<file path="src/hw/rtl/b64d_pkg.sv">
// ============================================================================
// b64d_pkg: shared types and constants for the base64 stream decoder
// Holds the alphabet lookup, the status codes and the result group record.
// ============================================================================
package b64d_pkg;

    localparam int CHAR_W   = 8;
    localparam int SEXTET_W = 6;
    localparam int ACC_W    = 18;
    localparam int GROUP_W  = 24;
    localparam int BYTE_W   = 8;

    localparam logic [CHAR_W-1:0] PAD_CODE = 8'h3D;

    typedef enum logic [1:0] {
        STATUS_OK       = 2'd0,
        STATUS_BAD_LEN  = 2'd1,
        STATUS_BAD_CHAR = 2'd2
    } status_t;

    // One decoded quartet (or the closing empty result) handed to the output side
    typedef struct packed {
        logic                emit;
        logic [1:0]          count;
        logic                byte_valid;
        logic [GROUP_W-1:0]  data;
        logic                fin;
        status_t             status;
    } b64d_grp_t;

    // Map a character to {in_alphabet, sextet}; the sextet is zero when not in the alphabet
    function automatic logic [SEXTET_W:0] sextet_lookup(input logic [CHAR_W-1:0] c);
        logic [SEXTET_W:0] r;
        r = '0;
        if (c >= 8'h41 && c <= 8'h5A)
        begin
            r = {1'b1, SEXTET_W'(c - 8'h41)};
        end
        else if (c >= 8'h61 && c <= 8'h7A)
        begin
            r = {1'b1, SEXTET_W'(c - 8'h61 + 8'd26)};
        end
        else if (c >= 8'h30 && c <= 8'h39)
        begin
            r = {1'b1, SEXTET_W'(c - 8'h30 + 8'd52)};
        end
        else if (c == 8'h2B)
        begin
            r = {1'b1, SEXTET_W'(62)};
        end
        else if (c == 8'h2F)
        begin
            r = {1'b1, SEXTET_W'(63)};
        end
        return r;
    endfunction

endpackage

</file>
<file path="src/hw/rtl/b64d_quartet.sv">
// ============================================================================
// b64d_quartet: character decode and quartet accumulation
// Keeps the sextets of the current quartet, validates each character and
// forms the result group on the fourth or final character.
// ============================================================================
module b64d_quartet
    import b64d_pkg::*;
(
    input  logic              clk,
    input  logic              rst_n,
    input  logic              accept,
    input  logic [CHAR_W-1:0] char_code,
    input  logic              final_char,
    output logic              pos_last,
    output b64d_grp_t         grp
);

    logic [ACC_W-1:0]    accum_reg, accum_next;
    logic [1:0]          pos_reg, pos_next;
    logic                pad_reg, pad_next;
    logic                err_reg, err_next;

    logic [SEXTET_W:0]   lookup;
    logic [SEXTET_W-1:0] sextet;
    logic                is_pad;
    logic [1:0]          nbytes;

    assign lookup   = sextet_lookup(char_code);
    assign sextet   = lookup[SEXTET_W-1:0];
    assign is_pad   = (char_code == PAD_CODE);
    assign pos_last = (pos_reg == 2'd3);

    always_comb
    begin
        err_next = err_reg;
        if (is_pad)
        begin
            if (pos_reg == 2'd3)
            begin
                err_next = err_reg | ~final_char;
            end
            else if (pos_reg != 2'd2)
            begin
                err_next = 1'b1;
            end
        end
        else
        begin
            if (!lookup[SEXTET_W] || (pos_last && pad_reg))
            begin
                err_next = 1'b1;
            end
        end

        nbytes = 2'd0;
        if (pos_last && !err_next)
        begin
            nbytes = pad_reg ? 2'd1 : (is_pad ? 2'd2 : 2'd3);
        end

        if (!pos_last)
        begin
            accum_next = {accum_reg[ACC_W-SEXTET_W-1:0], sextet};
            pos_next   = pos_reg + 2'd1;
            pad_next   = pad_reg | (is_pad && pos_reg == 2'd2);
        end
        else
        begin
            accum_next = '0;
            pos_next   = 2'd0;
            pad_next   = 1'b0;
        end

        grp.status = STATUS_OK;
        if (final_char)
        begin
            if (!pos_last)
            begin
                grp.status = STATUS_BAD_LEN;
            end
            else if (err_next)
            begin
                grp.status = STATUS_BAD_CHAR;
            end
        end

        grp.fin = final_char;
        if (nbytes != 2'd0)
        begin
            grp.count      = nbytes;
            grp.byte_valid = 1'b1;
            grp.data       = {accum_reg, sextet};
        end
        else
        begin
            grp.count      = final_char ? 2'd1 : 2'd0;
            grp.byte_valid = 1'b0;
            grp.data       = '0;
        end
        grp.emit = (grp.count != 2'd0);

        // Return to the reset state after the last character of a string
        if (final_char)
        begin
            accum_next = '0;
            pos_next   = 2'd0;
            pad_next   = 1'b0;
            err_next   = 1'b0;
        end
    end

    always_ff @(posedge clk or negedge rst_n)
    begin
        if (!rst_n)
        begin
            accum_reg <= '0;
            pos_reg   <= 2'd0;
            pad_reg   <= 1'b0;
            err_reg   <= 1'b0;
        end
        else if (accept)
        begin
            accum_reg <= accum_next;
            pos_reg   <= pos_next;
            pad_reg   <= pad_next;
            err_reg   <= err_next;
        end
    end

endmodule

</file>
<file path="src/hw/rtl/base64_stream_decoder_top.sv">
// ============================================================================
// base64_stream_decoder_top: streaming base64 decoder
// One character per request in, one decoded byte per request out.
// ============================================================================
// Decodes the standard base64 alphabet (A-Z a-z 0-9 + /, '=' padding) one
// character per input request, with s_tlast on the last character of a string.
// Every fourth character releases 3 bytes (2 or 1 for a final quartet ending
// in "=" or "=="), most significant first, one byte per output request. A
// character outside the alphabet, a code of 128 and above, or a misplaced '='
// sets a sticky error; no further bytes are released for that string, but
// bytes already sent stand. The last output request of a string carries
// stream_done and the status (ok, bad length, bad character; bad length wins).
// A final character with no byte to send yields one request with m_tuser low.
// Timing: a character is taken every cycle except when the input stalls as
// below. The accepting edge loads the group register, and the output
// register, which drives m_tvalid, is loaded from it once the output side is
// free. While m_tready stays high the output side drains one byte per cycle, so a
// full quartet (3 bytes per 4 characters) streams at one character per cycle.
// Input stalls only when a quartet-closing or final character arrives while the
// group register still holds bytes that the output side has not yet taken.
// ============================================================================
module base64_stream_decoder_top
    import b64d_pkg::*;
(
    input  logic        clk,
    input  logic        rst_n,
    input  logic        s_tvalid,
    output logic        s_tready,
    input  logic [7:0]  s_tdata,   // [7:0] char_code
    input  logic        s_tlast,   // final_char
    output logic        m_tvalid,
    input  logic        m_tready,
    output logic [15:0] m_tdata,   // [7:0] data_byte, [8] stream_done, [10:9] status, rest 0
    output logic        m_tuser,   // [0] byte_valid
    output logic        m_tlast    // run_last
);

    b64d_grp_t           q_grp;
    logic                pos_last;
    logic                in_accept;

    // Group register: results of one character, not yet moved to the output
    logic [1:0]          grp_cnt_reg;
    logic [GROUP_W-1:0]  grp_data_reg;
    logic                grp_bv_reg;
    logic                grp_fin_reg;
    status_t             grp_status_reg;

    // Output register
    logic                m_valid_reg;
    logic [BYTE_W-1:0]   m_data_reg;
    logic                m_bv_reg;
    logic                m_last_reg;
    logic                m_done_reg;
    status_t             m_status_reg;

    logic                out_load;
    logic                grp_free_next;

    assign out_load      = (grp_cnt_reg != 2'd0) && (!m_valid_reg || m_tready);
    assign grp_free_next = (grp_cnt_reg == 2'd0) || (grp_cnt_reg == 2'd1 && out_load);

    // Take a character that neither closes a quartet nor ends a string at any time;
    // hold one that does until the group register is free
    assign s_tready  = grp_free_next || (!pos_last && !s_tlast);
    assign in_accept = s_tvalid && s_tready;

    b64d_quartet u_quartet (
        .clk        (clk),
        .rst_n      (rst_n),
        .accept     (in_accept),
        .char_code  (s_tdata),
        .final_char (s_tlast),
        .pos_last   (pos_last),
        .grp        (q_grp)
    );

    // Load a fresh group, or advance to the next byte as one moves out
    always_ff @(posedge clk or negedge rst_n)
    begin
        if (!rst_n)
        begin
            grp_cnt_reg <= 2'd0;
        end
        else if (in_accept && q_grp.emit)
        begin
            grp_cnt_reg <= q_grp.count;
        end
        else if (out_load)
        begin
            grp_cnt_reg <= grp_cnt_reg - 2'd1;
        end
    end

    always_ff @(posedge clk)
    begin
        if (in_accept && q_grp.emit)
        begin
            grp_data_reg   <= q_grp.data;
            grp_bv_reg     <= q_grp.byte_valid;
            grp_fin_reg    <= q_grp.fin;
            grp_status_reg <= q_grp.status;
        end
        else if (out_load)
        begin
            grp_data_reg <= {grp_data_reg[GROUP_W-BYTE_W-1:0], BYTE_W'(0)};
        end
    end

    always_ff @(posedge clk or negedge rst_n)
    begin
        if (!rst_n)
        begin
            m_valid_reg <= 1'b0;
        end
        else if (out_load)
        begin
            m_valid_reg <= 1'b1;
        end
        else if (m_tready)
        begin
            m_valid_reg <= 1'b0;
        end
    end

    // Mark the last byte of the group; only it carries done and status
    always_ff @(posedge clk)
    begin
        if (out_load)
        begin
            m_data_reg   <= grp_data_reg[GROUP_W-1 -: BYTE_W];
            m_bv_reg     <= grp_bv_reg;
            m_last_reg   <= (grp_cnt_reg == 2'd1);
            m_done_reg   <= (grp_cnt_reg == 2'd1) && grp_fin_reg;
            m_status_reg <= (grp_cnt_reg == 2'd1) ? grp_status_reg : STATUS_OK;
        end
    end

    assign m_tvalid = m_valid_reg;
    assign m_tdata  = {5'd0, m_status_reg, m_done_reg, m_data_reg};
    assign m_tuser  = m_bv_reg;
    assign m_tlast  = m_last_reg;

    // A character that yields results is only taken when the group register frees up
    a_grp_no_overwrite: assert property (@(posedge clk) disable iff (!rst_n)
        (in_accept && q_grp.emit) |-> grp_free_next)
        else $error("group register overwritten while holding bytes");

    // End of string always closes a run
    a_done_is_last: assert property (@(posedge clk) disable iff (!rst_n)
        (m_valid_reg && m_done_reg) |-> m_last_reg)
        else $error("stream_done without run_last");

    // A request without a byte only ever closes a string
    a_empty_is_final: assert property (@(posedge clk) disable iff (!rst_n)
        (m_valid_reg && !m_bv_reg) |-> (m_done_reg && m_last_reg))
        else $error("empty result outside end of string");

endmodule
</file>
<file path="config.mk">
export PLATFORM = sky130hd
export DESIGN_NAME = base64_stream_decoder_top
export DESIGN_NICKNAME = d
export VERILOG_FILES = /design/src/hw/rtl/b64d_pkg.sv /design/src/hw/rtl/b64d_quartet.sv /design/src/hw/rtl/base64_stream_decoder_top.sv
export SDC_FILE = /design/constraint.sdc
export NUM_CORES = 1
export LEC_CHECK = 0
export BUFFER_PORTS_ARGS = -buffer_cell sky130_fd_sc_hd__buf_2
export CAP_MARGIN = 20
export CORE_ASPECT_RATIO = 1.25
export CORE_MARGIN = 2
export CORE_UTILIZATION = 35
export DETAILED_ROUTE_END_ITERATION = 16
export PLACE_DENSITY_LB_ADDON = 0.05
export SETUP_SLACK_MARGIN = 0.4
export SYNTH_ARGS = -nofsm -noshare
export SYNTH_HDL_FRONTEND = slang
export SYNTH_HIERARCHICAL = 1
export SYNTH_SLANG_ARGS = --single-unit
</file>
<file path="constraint.sdc">
create_clock -name clk -period 2.27 [get_ports clk]
set_clock_uncertainty 0.05 [all_clocks]
set_input_delay 0.3405 -clock clk [delete_from_list [all_inputs] [get_ports clk]]
set_output_delay 0.3405 -clock clk [all_outputs]
set_load 0.005 [all_outputs]
</file>
==> impl_metrics.ini <==
[sta]
finalCritPeriodShare_pct = 94.11
fmax_ghz = 0.4681
setup_slack_ns = 0.1336
min_period_ns = 2.136
worstMarginPinSlew_ns = 0.6254
rsz0062_at_grt = true
holdWs_ns = -0.01819
final-hold-violation-count = 25
finalSetupViolCount = 0
slew_headroom_pct = 58.31
drv_slew = 0

[clock_network]
tritoncts = built
clock_latency_ns = 0.32
cts_sinks = 66
clk_pin_slew_ns = 0.05
htreeDepth = 3
cts_buffers = 9
cts_root_buffer = clkbuf_16
cts_max_path_buffers = 2

[worst_setup_path]
max_stage_delay_ns = 0.33
cp_cell_sequence = buf_12 -> buf_4 -> nand4b_1 -> o21ai_2 -> a21oi_4 -> o21ai_4 -> a31o_2 -> and3_4 -> buf_12 -> mux2_2
critPathKind = in -> reg
cp-start-kind = input pin
end_kind = register
critPathMaxFanout = 8
crit_path_top_delay_cell = mux2_2
worstPathRequired_ns = 2.29
critPathTopFamily = compound AO/OA/AOI/OAI gates
crit_buf_inv = 3
arrival_ns = 2.16
cpMostUsedCell = buf_12

[cells_and_area]
area_delta_synth_final_pct = 37.86
final_common_cell = buf_4
nets = 395
final_cell_area_um2 = 4830
largest_register_ffs = 24
nFillCells = 880
drive_above_1_share_pct = 46.13
post-route-util_pct = 50.00
diodes = 0
final_cell_mix = buf_4 (51), edfxtp_1 (41), and2_1 (26)

[route]
drt_iter0_markers = 88
wirelength_um = 8209
antenna_left = 0
firstDrtPassIters = 4
drc_errors = 0
avgRoutedWirePerCell_um = 16.39
via_per_inst = 5.008
vias = 2509

[floorplan]
initial_utilization_pct = 36.27
die_w_um = 93.49
die_area_um2 = 10830
fp-row-count = 40
fp.coreArea_um2 = 9659
die_h_um = 115.9
ios = 33

[global_route]
grt_pass1_wl_um = 13120
grt_overflow = 0
grt_pass1_vias = 2641
antenna_found_initial = 0
track_usage_pct = 16.06
grt_start_max_net_pins = 26

[yosys]
yosysTopAreaCell = edfxtp_1
synth_area_leaders = edfxtp_1 (35%), dfrtp_1 (18%), and2_1 (6.3%)
synth_seq_area_share_pct = 53.00
synth_area_um2 = 3503
ys_types = 59
syn_inst = 283
synth-seq-cells = 66
synthArstFlopShare_pct = 37.88
syn_area_per_cell_um2 = 12.38
yosys_warnings = 6
synth_top_area_share_pct = 35.14
ys.flop_type = edfxtp_1
synth_edf_count = 41

[worst_hold_path]
hold_path_class = in -> async

[placed_design]
dpl_cell_area_um2 = 4161
post-place-ws_ns = -0.3514
gp_congestion = 0.9039
portBuffers = 27
hpwl_um = 5296

[status]
failed_checks = hold timing
status = finished, violations left

[pwr]
power_w = 0.004554
power.density_nw_per_um2 = 942.9
p_leak_nw = 2.077
ir_drop_uv = 337.7

[job]
drv_cap = 0
layer usage:
layer,GRT usage [%],wire length (um)
met5,0,0
met4,8.922,316
met3,2.796,216
met2,29.98,4477
met1,16.94,3199
metrics by stage:
step / setup TNS, ns / hold WS [ns] / std cells
after floorplan: -11.97 / -0.005091 / 287
after global placement: -13.59 / 0.3369 / 466
after detailed placement: -14.91 / 0.3492 / 466
after CTS: 0 / 0.001770 / 492
after global routing: 0 / 0.03158 / 501
final: 0 / -0.01819 / 501
area by class of cell:
| type | instances | area [um2] | share of cell area [%] |
|---|---|---|---|
| Sequential cell | 66 | 1857 | 38.45 |
| Multi-Input combinational cell | 193 | 1747 | 36.17 |
| Timing Repair Buffer | 88 | 725.7 | 15.03 |
| Clock buffer | 11 | 242.7 | 5.026 |
| Tap cell | 126 | 157.7 | 3.264 |
| Inverter | 12 | 70.07 | 1.451 |
| Clock inverter | 5 | 30.03 | 0.6218 |
cell families after synthesis:
family | Yosys count | synth area share [%]
AOI/OAI and AO/OA | 54 | 12.43
xor gates and xnor gates | 3 | 0.7501
adders and majority gates | 12 | 4.286
buffers and inverters | 33 | 5.500
DFF | 66 | 53.00
muxes | 20 | 7.429
other | 1 | 0.1070
and+or+nand+nor | 94 | 16.50
where the power goes:
part	total (W)	switching (W)	internal, W
clock	0.00124	0.000479	0.000760
sequential	0.00198	0.000148	0.00183
combinational	0.00133	0.000659	0.000674
worst register-to-register path: cells and delay by family, from the launching register on:
family,cells,cell delay (ns)
and+or+nand+nor,2,0.48
AOI/OAI and AO/OA,1,0.18
adders and majority gates,1,0.16
buffers and inverters,2,0.21
muxes,1,0.33
DFF,1,0.39
synthesized netlist by cell type, drive strengths merged (2+ instances only):
| library cell | number |
|---|---|
| edfxtp | 41 |
| and2 | 35 |
| dfrtp | 25 |
| mux2 | 18 |
| a22o | 17 |
| buf | 14 |
| ha | 12 |
| inv | 12 |
| nor2 | 12 |
| nand2 | 11 |
| a21oi | 8 |
| clkbuf | 7 |
| and3 | 6 |
| nand3 | 6 |
| nor2b | 5 |
| nor3 | 4 |
| o21ai | 4 |
| a31oi | 3 |
| nand2b | 3 |
| a2111oi | 2 |
| a211oi | 2 |
| a21o | 2 |
| a31o | 2 |
| and4 | 2 |
| mux2i | 2 |
| nand4 | 2 |
| o31ai | 2 |
| or3b | 2 |
| xnor2 | 2 |
repair_timing:
action / 4_1_cts / 5_1_grt
setup endpoints to repair: 75 / 76
setup buffers: 7 / 7
gates cloned: 3 / 2
hold buffers: 0 / 0
resized for setup: 43 / 20
pin swaps: 20 / 3
final timing paths:
| path | cells past startpoint | from | end | slack, ns |
|---|---|---|---|---|
| hold reg to reg | 0 | grp_data_reg[21] | m_data_reg[5] | 0.37 |
| max in group asynchronous | 1 | rst_n | u_quartet/accum_reg[7] | 1.77 |
| min in group clk | 3 | m_tready | m_tvalid | 0.24 |
| setup / recovery | 10 | s_tdata[0] | grp_data_reg[20] | 0.13 |
| setup reg to reg | 7 | u_quartet/pos_reg[0] | grp_data_reg[20] | 0.22 |
| hold / removal | 1 | rst_n | u_quartet/err_reg | -0.02 |
(Power assumes the default switching activity.)
